==> src/hw/rtl/mfep_pkg.sv <==
package mfep_pkg;

    // Largest meta payload that is captured; longer payloads are skipped
    localparam int unsigned META_KEEP = 4;

    localparam logic [31:0] TAG_MTHD   = 32'h4D54_6864;
    localparam logic [31:0] TAG_MTRK   = 32'h4D54_726B;
    localparam logic [31:0] HDR_LEN    = 32'd6;
    localparam logic [31:0] HDR_FORMAT = 32'd0;
    localparam logic [31:0] HDR_TRACKS = 32'd1;
    localparam logic [7:0]  STATUS_META    = 8'hFF;
    localparam logic [7:0]  META_END_TRACK = 8'h2F;
    localparam logic [3:0]  NIB_PROGRAM  = 4'hC;
    localparam logic [3:0]  NIB_PRESSURE = 4'hD;
    localparam int unsigned DELTA_W = 28;
    localparam int unsigned DELTA_MAX_BYTES = 4;

    typedef enum logic [12:0] {
        PH_TAG    = 13'b0_0000_0000_0001,
        PH_HLEN   = 13'b0_0000_0000_0010,
        PH_FMT    = 13'b0_0000_0000_0100,
        PH_NTRK   = 13'b0_0000_0000_1000,
        PH_DIV    = 13'b0_0000_0001_0000,
        PH_TTAG   = 13'b0_0000_0010_0000,
        PH_TLEN   = 13'b0_0000_0100_0000,
        PH_DELTA  = 13'b0_0000_1000_0000,
        PH_STATUS = 13'b0_0001_0000_0000,
        PH_DATA1  = 13'b0_0010_0000_0000,
        PH_DATA2  = 13'b0_0100_0000_0000,
        PH_META   = 13'b0_1000_0000_0000,
        PH_DONE   = 13'b1_0000_0000_0000
    } phase_t;

    typedef enum logic [1:0] {
        KIND_HEADER = 2'd0,
        KIND_EVENT  = 2'd1,
        KIND_ERROR  = 2'd2
    } kind_t;

    typedef enum logic [2:0] {
        ERR_NONE      = 3'd0,
        ERR_TAG       = 3'd1,
        ERR_HDR_LEN   = 3'd2,
        ERR_FORMAT    = 3'd3,
        ERR_TRACKS    = 3'd4,
        ERR_TRACK_TAG = 3'd5,
        ERR_NO_STATUS = 3'd6,
        ERR_FINISHED  = 3'd7
    } err_t;

    typedef struct packed {
        logic [15:0]        ticks_per_qn;
        logic               end_of_track;
        logic               extra_skipped;
        logic [31:0]        meta_bytes;
        logic [7:0]         data2;
        logic [7:0]         data1;
        logic [7:0]         status_byte;
        logic [DELTA_W-1:0] delta_time;
        err_t               error_code;
    } result_t;

endpackage

==> src/hw/rtl/midi_file_event_parser.sv <==
// Channel  Dir  tdata (low bit up)                                  tuser
// s_       in   byte_in[7:0]                                        op
// m_       out  error_code, delta_time, status_byte, data1, data2,  kind
//               meta_bytes, extra_skipped, end_of_track, ticks_per_qn,
//               7 zero pad bits (112 bits total)
// One byte per cycle while the result register is not stalled: a request is held in an
// input register, decoded combinationally against the parser state and written to the result register.
// Each request passes the input register and then the result register; a byte that gives
// no result only updates the state.
// rst_n clears the parser to expect the file header tag; a restart request does the same.
// A stalled result register stalls the input register, which then drops tready.
module midi_file_event_parser
(
    input  logic          clk,
    input  logic          rst_n,
    input  logic          s_tvalid,
    output logic          s_tready,
    input  logic [7:0]    s_tdata,   // byte_in
    input  logic          s_tuser,   // op
    output logic          m_tvalid,
    input  logic          m_tready,
    output logic [111:0]  m_tdata,   // error_code, delta_time, status_byte, data1, data2,
                                     // meta_bytes, extra_skipped, end_of_track, ticks_per_qn
    output logic [1:0]    m_tuser    // kind
);

    localparam int unsigned DW = mfep_pkg::DELTA_W;

    logic       in_valid_reg;
    logic       in_op_reg;
    logic [7:0] in_byte_reg;
    logic       advance;

    mfep_pkg::phase_t phase_reg, phase_next;
    logic [2:0]    byte_count_reg, byte_count_next;
    logic [31:0]   header_shift_reg, header_shift_next;
    logic [7:0]    running_status_reg, running_status_next;
    logic [DW-1:0] delta_accum_reg, delta_accum_next;
    logic [7:0]    first_data_reg, first_data_next;
    logic [7:0]    second_data_reg, second_data_next;
    logic [7:0]    meta_remaining_reg, meta_remaining_next;
    logic [31:0]   meta_capture_reg, meta_capture_next;
    logic [15:0]   division_reg, division_next;

    logic               res_valid;
    mfep_pkg::kind_t    res_kind;
    mfep_pkg::result_t  res;
    logic               out_valid_reg;
    mfep_pkg::kind_t    out_kind_reg;
    mfep_pkg::result_t  out_reg;

    assign advance  = in_valid_reg && (!out_valid_reg || m_tready);
    assign s_tready = !in_valid_reg || advance;

    always_ff @(posedge clk or negedge rst_n)
    begin
        if (!rst_n)
        begin
            in_valid_reg <= 1'b0;
        end
        else if (s_tready)
        begin
            in_valid_reg <= s_tvalid;
        end
    end

    always_ff @(posedge clk)
    begin
        if (s_tready && s_tvalid)
        begin
            in_op_reg   <= s_tuser;
            in_byte_reg <= s_tdata;
        end
    end

    always_comb
    begin
        logic [7:0]    b;
        logic [31:0]   shifted;
        logic [2:0]    cnt;
        logic [2:0]    need;
        logic          hdr_done;
        logic          do_after_first;
        logic          do_finish;
        logic          do_emit;
        logic          is_meta;
        logic [7:0]    idx;
        logic [7:0]    rem;
        logic [31:0]   cap;

        b              = in_byte_reg;
        shifted        = {header_shift_reg[23:0], b};
        cnt            = byte_count_reg + 3'd1;
        need           = 3'd4;
        hdr_done       = 1'b0;
        do_after_first = 1'b0;
        do_finish      = 1'b0;
        do_emit        = 1'b0;
        is_meta        = 1'b0;
        idx            = second_data_reg - meta_remaining_reg;
        rem            = meta_remaining_reg - 8'd1;
        cap            = meta_capture_reg;

        phase_next          = phase_reg;
        byte_count_next     = byte_count_reg;
        header_shift_next   = header_shift_reg;
        running_status_next = running_status_reg;
        delta_accum_next    = delta_accum_reg;
        first_data_next     = first_data_reg;
        second_data_next    = second_data_reg;
        meta_remaining_next = meta_remaining_reg;
        meta_capture_next   = meta_capture_reg;
        division_next       = division_reg;

        res_valid = 1'b0;
        res_kind  = mfep_pkg::KIND_ERROR;
        res       = '0;

        if (phase_reg == mfep_pkg::PH_FMT || phase_reg == mfep_pkg::PH_NTRK
            || phase_reg == mfep_pkg::PH_DIV)
        begin
            need = 3'd2;
        end

        if (in_op_reg)
        begin
            // restart: back to the reset state, no result
            phase_next          = mfep_pkg::PH_TAG;
            byte_count_next     = '0;
            header_shift_next   = '0;
            running_status_next = '0;
            delta_accum_next    = '0;
            first_data_next     = '0;
            second_data_next    = '0;
            meta_remaining_next = '0;
            meta_capture_next   = '0;
            division_next       = '0;
        end
        else
        begin
            unique case (phase_reg)
                mfep_pkg::PH_TAG, mfep_pkg::PH_HLEN, mfep_pkg::PH_FMT,
                mfep_pkg::PH_NTRK, mfep_pkg::PH_DIV, mfep_pkg::PH_TTAG,
                mfep_pkg::PH_TLEN:
                begin
                    header_shift_next = shifted;
                    byte_count_next   = cnt;
                    if (cnt >= need)
                    begin
                        hdr_done          = 1'b1;
                        header_shift_next = '0;
                        byte_count_next   = '0;
                    end
                end
                mfep_pkg::PH_DELTA:
                begin
                    delta_accum_next = {delta_accum_reg[DW-8:0], b[6:0]};
                    byte_count_next  = cnt;
                    if (!b[7] || cnt >= 3'(mfep_pkg::DELTA_MAX_BYTES))
                    begin
                        byte_count_next = '0;
                        phase_next      = mfep_pkg::PH_STATUS;
                    end
                end
                mfep_pkg::PH_STATUS:
                begin
                    if (b[7])
                    begin
                        running_status_next = b;
                        phase_next          = mfep_pkg::PH_DATA1;
                    end
                    else
                    begin
                        first_data_next = b;
                        do_after_first  = 1'b1;
                    end
                end
                mfep_pkg::PH_DATA1:
                begin
                    first_data_next = b;
                    do_after_first  = 1'b1;
                end
                mfep_pkg::PH_DATA2:
                begin
                    second_data_next = b;
                    do_finish        = 1'b1;
                end
                mfep_pkg::PH_META:
                begin
                    if (second_data_reg <= 8'(mfep_pkg::META_KEEP) && idx < 8'd4)
                    begin
                        unique case (idx[1:0])
                            2'd0: cap[31:24] = cap[31:24] | b;
                            2'd1: cap[23:16] = cap[23:16] | b;
                            2'd2: cap[15:8]  = cap[15:8]  | b;
                            2'd3: cap[7:0]   = cap[7:0]   | b;
                            default: cap = meta_capture_reg;
                        endcase
                    end
                    meta_capture_next   = cap;
                    meta_remaining_next = rem;
                    if (rem == 8'd0)
                    begin
                        do_emit = 1'b1;
                    end
                end
                mfep_pkg::PH_DONE:
                begin
                    res_valid      = 1'b1;
                    res.error_code = mfep_pkg::ERR_FINISHED;
                end
                default:
                begin
                    res_valid      = 1'b1;
                    res.error_code = mfep_pkg::ERR_FINISHED;
                end
            endcase

            if (hdr_done)
            begin
                priority case (phase_reg)
                    mfep_pkg::PH_TAG:
                        if (shifted != mfep_pkg::TAG_MTHD)
                        begin
                            res_valid = 1'b1;
                            res.error_code = mfep_pkg::ERR_TAG;
                        end
                        else phase_next = mfep_pkg::PH_HLEN;
                    mfep_pkg::PH_HLEN:
                        if (shifted != mfep_pkg::HDR_LEN)
                        begin
                            res_valid = 1'b1;
                            res.error_code = mfep_pkg::ERR_HDR_LEN;
                        end
                        else phase_next = mfep_pkg::PH_FMT;
                    mfep_pkg::PH_FMT:
                        if (shifted != mfep_pkg::HDR_FORMAT)
                        begin
                            res_valid = 1'b1;
                            res.error_code = mfep_pkg::ERR_FORMAT;
                        end
                        else phase_next = mfep_pkg::PH_NTRK;
                    mfep_pkg::PH_NTRK:
                        if (shifted != mfep_pkg::HDR_TRACKS)
                        begin
                            res_valid = 1'b1;
                            res.error_code = mfep_pkg::ERR_TRACKS;
                        end
                        else phase_next = mfep_pkg::PH_DIV;
                    mfep_pkg::PH_DIV:
                    begin
                        division_next = shifted[15:0];
                        phase_next    = mfep_pkg::PH_TTAG;
                    end
                    mfep_pkg::PH_TTAG:
                        if (shifted != mfep_pkg::TAG_MTRK)
                        begin
                            res_valid = 1'b1;
                            res.error_code = mfep_pkg::ERR_TRACK_TAG;
                        end
                        else phase_next = mfep_pkg::PH_TLEN;
                    default:
                    begin
                        // track length: an empty track ends at once
                        res_valid        = 1'b1;
                        res_kind         = mfep_pkg::KIND_HEADER;
                        res.end_of_track = (shifted == 32'd0);
                        res.ticks_per_qn = division_reg;
                        delta_accum_next = '0;
                        phase_next = (shifted == 32'd0) ? mfep_pkg::PH_DONE
                                                        : mfep_pkg::PH_DELTA;
                    end
                endcase
                if (res_valid && res_kind == mfep_pkg::KIND_ERROR)
                begin
                    phase_next = mfep_pkg::PH_DONE;
                end
            end

            if (do_after_first)
            begin
                if (running_status_reg[7:4] == mfep_pkg::NIB_PROGRAM
                    || running_status_reg[7:4] == mfep_pkg::NIB_PRESSURE)
                begin
                    second_data_next = '0;
                    do_finish        = 1'b1;
                end
                else
                begin
                    phase_next = mfep_pkg::PH_DATA2;
                end
            end

            if (do_finish)
            begin
                if (!running_status_reg[7])
                begin
                    res_valid      = 1'b1;
                    res.error_code = mfep_pkg::ERR_NO_STATUS;
                    phase_next     = mfep_pkg::PH_DONE;
                end
                else if (running_status_reg == mfep_pkg::STATUS_META)
                begin
                    meta_remaining_next = second_data_next;
                    meta_capture_next   = '0;
                    cap                 = '0;
                    if (second_data_next == 8'd0)
                    begin
                        do_emit = 1'b1;
                    end
                    else
                    begin
                        phase_next = mfep_pkg::PH_META;
                    end
                end
                else
                begin
                    do_emit = 1'b1;
                end
            end

            if (do_emit)
            begin
                is_meta = (running_status_reg == mfep_pkg::STATUS_META);
                res_valid         = 1'b1;
                res_kind          = mfep_pkg::KIND_EVENT;
                res.delta_time    = delta_accum_reg;
                res.status_byte   = running_status_reg;
                res.data1         = first_data_next;
                res.data2         = second_data_next;
                res.extra_skipped = is_meta
                                    && second_data_next > 8'(mfep_pkg::META_KEEP);
                res.meta_bytes    = (is_meta && !res.extra_skipped) ? cap : 32'd0;
                res.end_of_track  = is_meta
                                    && first_data_next == mfep_pkg::META_END_TRACK
                                    && second_data_next == 8'd0;
                delta_accum_next  = '0;
                byte_count_next   = '0;
                meta_capture_next = '0;
                phase_next = res.end_of_track ? mfep_pkg::PH_DONE : mfep_pkg::PH_DELTA;
            end
        end
    end

    always_ff @(posedge clk or negedge rst_n)
    begin
        if (!rst_n)
        begin
            phase_reg          <= mfep_pkg::PH_TAG;
            byte_count_reg     <= '0;
            header_shift_reg   <= '0;
            running_status_reg <= '0;
            delta_accum_reg    <= '0;
            first_data_reg     <= '0;
            second_data_reg    <= '0;
            meta_remaining_reg <= '0;
            meta_capture_reg   <= '0;
            division_reg       <= '0;
        end
        else if (advance)
        begin
            phase_reg          <= phase_next;
            byte_count_reg     <= byte_count_next;
            header_shift_reg   <= header_shift_next;
            running_status_reg <= running_status_next;
            delta_accum_reg    <= delta_accum_next;
            first_data_reg     <= first_data_next;
            second_data_reg    <= second_data_next;
            meta_remaining_reg <= meta_remaining_next;
            meta_capture_reg   <= meta_capture_next;
            division_reg       <= division_next;
        end
    end

    always_ff @(posedge clk or negedge rst_n)
    begin
        if (!rst_n)
        begin
            out_valid_reg <= 1'b0;
        end
        else if (advance)
        begin
            out_valid_reg <= res_valid;
        end
        else if (m_tready)
        begin
            out_valid_reg <= 1'b0;
        end
    end

    always_ff @(posedge clk)
    begin
        if (advance && res_valid)
        begin
            out_kind_reg <= res_kind;
            out_reg      <= res;
        end
    end

    assign m_tvalid = out_valid_reg;
    assign m_tuser  = out_kind_reg;
    assign m_tdata  = {7'd0, out_reg};

endmodule

==> config.mk <==
export PLATFORM = sky130hd
export DESIGN_NAME = midi_file_event_parser
export DESIGN_NICKNAME = d
export VERILOG_FILES = /design/src/hw/rtl/mfep_pkg.sv /design/src/hw/rtl/midi_file_event_parser.sv
export SDC_FILE = /design/constraint.sdc
export NUM_CORES = 1
export LEC_CHECK = 0
export ABC_CLOCK_PERIOD_IN_PS = 10900
export BUFFER_PORTS_ARGS = -buffer_cell sky130_fd_sc_hd__clkbuf_2
export CAP_MARGIN = 25
export CORE_MARGIN = 2
export CORE_UTILIZATION = 36
export DETAILED_ROUTE_END_ITERATION = 7
export HOLD_SLACK_MARGIN = 0.1
export RECOVER_POWER = 100
export SYNTH_ARGS = -nofsm -noshare
export SYNTH_HDL_FRONTEND = slang
export SYNTH_SLANG_ARGS = --single-unit
==> constraint.sdc <==
create_clock -name clk -period 10.9 [get_ports clk]
set_input_delay 0 -clock clk [delete_from_list [all_inputs] [get_ports clk]]
set_output_delay 0 -clock clk [all_outputs]
set_load 0.03 [all_outputs]
==> results.json <==
{
  "ys_types": 78,
  "path_clk_slew_ns": 0.07,
  "layoutNonFillerInstCount": 1755,
  "endpoint_kind": "flop",
  "hold_viol": 0,
  "worst_path_largest_cell_delay_ns": 2.03,
  "core_area_um2": 34300,
  "htreeDepth": 1,
  "r2r_start": "phase_reg[8]",
  "grt_setup_unrepaired": "false",
  "overflow": 0,
  "cts-root-buf": "clkbuf_16",
  "ys_ff_latch": 266,
  "synth_seq_area_share_pct": 58.2,
  "die_w_um": 190,
  "grt_pass1_vias": 9076,
  "status": "finished, violations left",
  "drive_gt1_share_pct": 7.78,
  "nets": 1302,
  "vias_per_cell": 5.44,
  "min_delay_path_depth": 2,
  "path_buf_inv": 2,
  "violations": "capacitance limit, slew limit",
  "rows": 68,
  "required_ns": 11.01,
  "yosysWarnings": 0,
  "wl_mm": 33.6,
  "fillers": 3344,
  "syn_area_um2": 12400,
  "cts_made_buffers": 29,
  "dp.cells": 1685,
  "cts_resized": 0,
  "synth-async-reset-ratio_pct": 56.4,
  "worstReg2RegEnd": "m_tdata[6]",
  "dr.pass1.iters": 5,
  "worstPathMaxFanout": 56,
  "place.gp.congestion": 0.892,
  "p_leak_nw": 5.54,
  "period_share_pct": 65.7,
  "ant_nets": 0,
  "initial_core_util_pct": 36.2,
  "grt_antenna_before_repair": 1,
  "worstSetupPathType": "flop to flop",
  "max-vdd-ir-drop_uv": 134,
  "cts_buffer_depth": 3,
  "synthCells": 1163,
  "area_growth_pct": 15.1,
  "multi_input_area_um2": 4700,
  "grt_start_max_net_pins": 102,
  "layout_common_cells": "dfrtp_1, nand2_1, clkbuf_1",
  "fin_crit_ns": 7.16,
  "synthFlopType": "dfrtp_1",
  "io_pins": 129,
  "drc": 0,
  "relSlewSlack_pct": -254,
  "synth_edf_count": 116,
  "die_y_um": 190,
  "place_hpwl_mm": 22.0,
  "hp-class": "input pin to flop",
  "num_vias": 9540,
  "clk_latency_ns": 0.56,
  "grt_first_pass_wirelength_mm": 52.6,
  "cp_data_arrival_time_ns": 7.27,
  "worstMarginPinSlew_ns": 5.30,
  "grtUsageTotal_pct": 18.5,
  "largest_reg_flops": 105,
  "critPathLaunchType": "flop",
  "cpMaxStageDelayCell": "clkbuf_1",
  "crit_family": "buffers and inverters",
  "reg2reg_slack_ns": 3.74,
  "power.density_nw_per_um2": 211,
  "worst-r2r-cell-count": 13,
  "drt-initial-drc-count": 678,
  "drv_slew": 242,
  "io_buffers": 121,
  "worstPathCellList": "nor4_1, nand4_1, nor3_1, ha_1, a21bo_2, a21oi_1, nor4_4, clkbuf_1, a21o_2, a41o_1, a211oi_1, nor2_1, clkbuf_1",
  "fin_worst_skew_ns": 0.0240,
  "path_common_cell": "clkbuf_1",
  "clock-sinks": 266,
  "cts_tree": "done",
  "setup_viol": 0,
  "worstHoldStart": "s_tdata[4]",
  "maxCapViolCount": 4,
  "p_total_mw": 3.02,
  "hold_end": "in_byte_reg[4]",
  "dieArea_um2": 36000,
  "tns_ns": 0,
  "final_common_cell": "dfrtp_1",
  "wl_per_cell_um": 19.1,
  "seqCellArea_um2": 7240,
  "synth_area_per_cell_um2": 10.7,
  "timing.fmax_mhz": 140
}
==> routing by layer <==
| layer | routed length [um] | vias up | GRT usage, % |
|---|---|---|---|
| li1 | - | 4481 | - |
| met1 | 15200 | 4617 | 27.3 |
| met2 | 14900 | 376 | 28.3 |
| met3 | 2640 | 66 | 3.25 |
| met4 | 789 | 0 | 4.74 |
| met5 | 0 | - | 0 |
==> cell type report <==
cell class | instances | share of cell area, %
Sequential cell | 266 | 50.6
Multi-Input combinational cell | 790 | 32.8
Clock buffer | 35 | 5.45
Timing Repair Buffer | 162 | 5.30
Tap cell | 455 | 3.98
Clock inverter | 19 | 1.11
Inverter | 27 | 0.708
Antenna cell | 1 | 0.0175
==> power by group <==
group	switching [mW]	total [mW]	internal, mW
Clock	0.400	0.958	0.558
Combinational	0.548	0.755	0.207
Sequential	0.0964	1.30	1.21
==> synth_stat cells (5+ instances only) <==
master      n  area, um2
buf_2      19       95.1
inv_1      26       97.6
nor2b_1     9       56.3
nor2_1     79        297
ha_1       12        150
a21boi_0    9       67.6
buf_4       8       60.1
and3_1     24        150
nand2_1   144        541
a22o_1     47        412
nand2b_1    8       50.1
or4_1       5       37.5
o21ai_0    60        300
and2_1     41        257
or2_2       6       37.5
nor4_1     17        106
a21o_1      5       37.5
edfxtp_1  116       3480
nor3b_1     5       37.5
nor3_1     57        285
o21a_1     36        270
a31oi_1    29        181
a21oi_1    35        175
o21ai_1     6       30.0
o22ai_1    13       81.3
nand3_1    16       80.1
o21ba_2     8       80.1
o211ai_1    5       37.5
clkbuf_1   56        210
nand3b_1    6       45.0
dfrtp_1   149       3730
nand4_1    31        194
==> cell families (layout without fill, tap and decap cells) <==
| family | after synthesis | after routing | synth area share [%] |
|---|---|---|---|
| simple gates | 471 | 471 | 19.4 |
| compound gates | 288 | 288 | 16.2 |
| flops | 266 | 266 | 58.2 |
| buf+inv | 113 | 243 | 3.97 |
| fa+ha+maj | 14 | 14 | 1.46 |
| xor+xnor | 7 | 7 | 0.493 |
| mux | 3 | 3 | 0.242 |
| other cells | 1 | 8 | 0.0302 |
==> worst max path at each step <==
| stage | start | endpoint | slack (ns) | depth (start not counted) |
|---|---|---|---|---|
| global route | phase_reg[12] | m_tdata[6] | 2.96 | 13 |
| floorplan | phase_reg[12] | m_tdata[0] | 3.34 | 11 |
| finish | phase_reg[8] | m_tdata[6] | 3.74 | 13 |
| global placement | phase_reg[12] | m_tdata[11] | 6.37 | 13 |
| detailed placement | phase_reg[12] | m_tdata[26] | 6.21 | 13 |
| CTS | phase_reg[8] | m_tdata[6] | 6.17 | 13 |
==> through the flow <==
| step | instance area, um2 | setup WS, ns | hold slack, ns | util [%] |
|---|---|---|---|---|
| after global routing | 14300 | 2.96 | 0.160 | 41.7 |
| after CTS | 14500 | 6.17 | 0.140 | 42.4 |
| final | 14300 | 3.74 | 0.156 | 41.7 |
| after global placement | 13400 | 6.37 | 0.179 | 39.2 |
| after floorplan | 12500 | 3.34 | -0.296 | - |
| after detailed placement | 13500 | 6.21 | 0.179 | 39.3 |
==> what timing repair did <==
action / in CTS / in global routing
endpoints found under the hold margin: 120 / 4
hold buffers: 13 / 1
setup endpoints to repair: 0 / 0
setup buffers: 0 / 0
No activity file was read; power rests on OpenSTA's default activity.
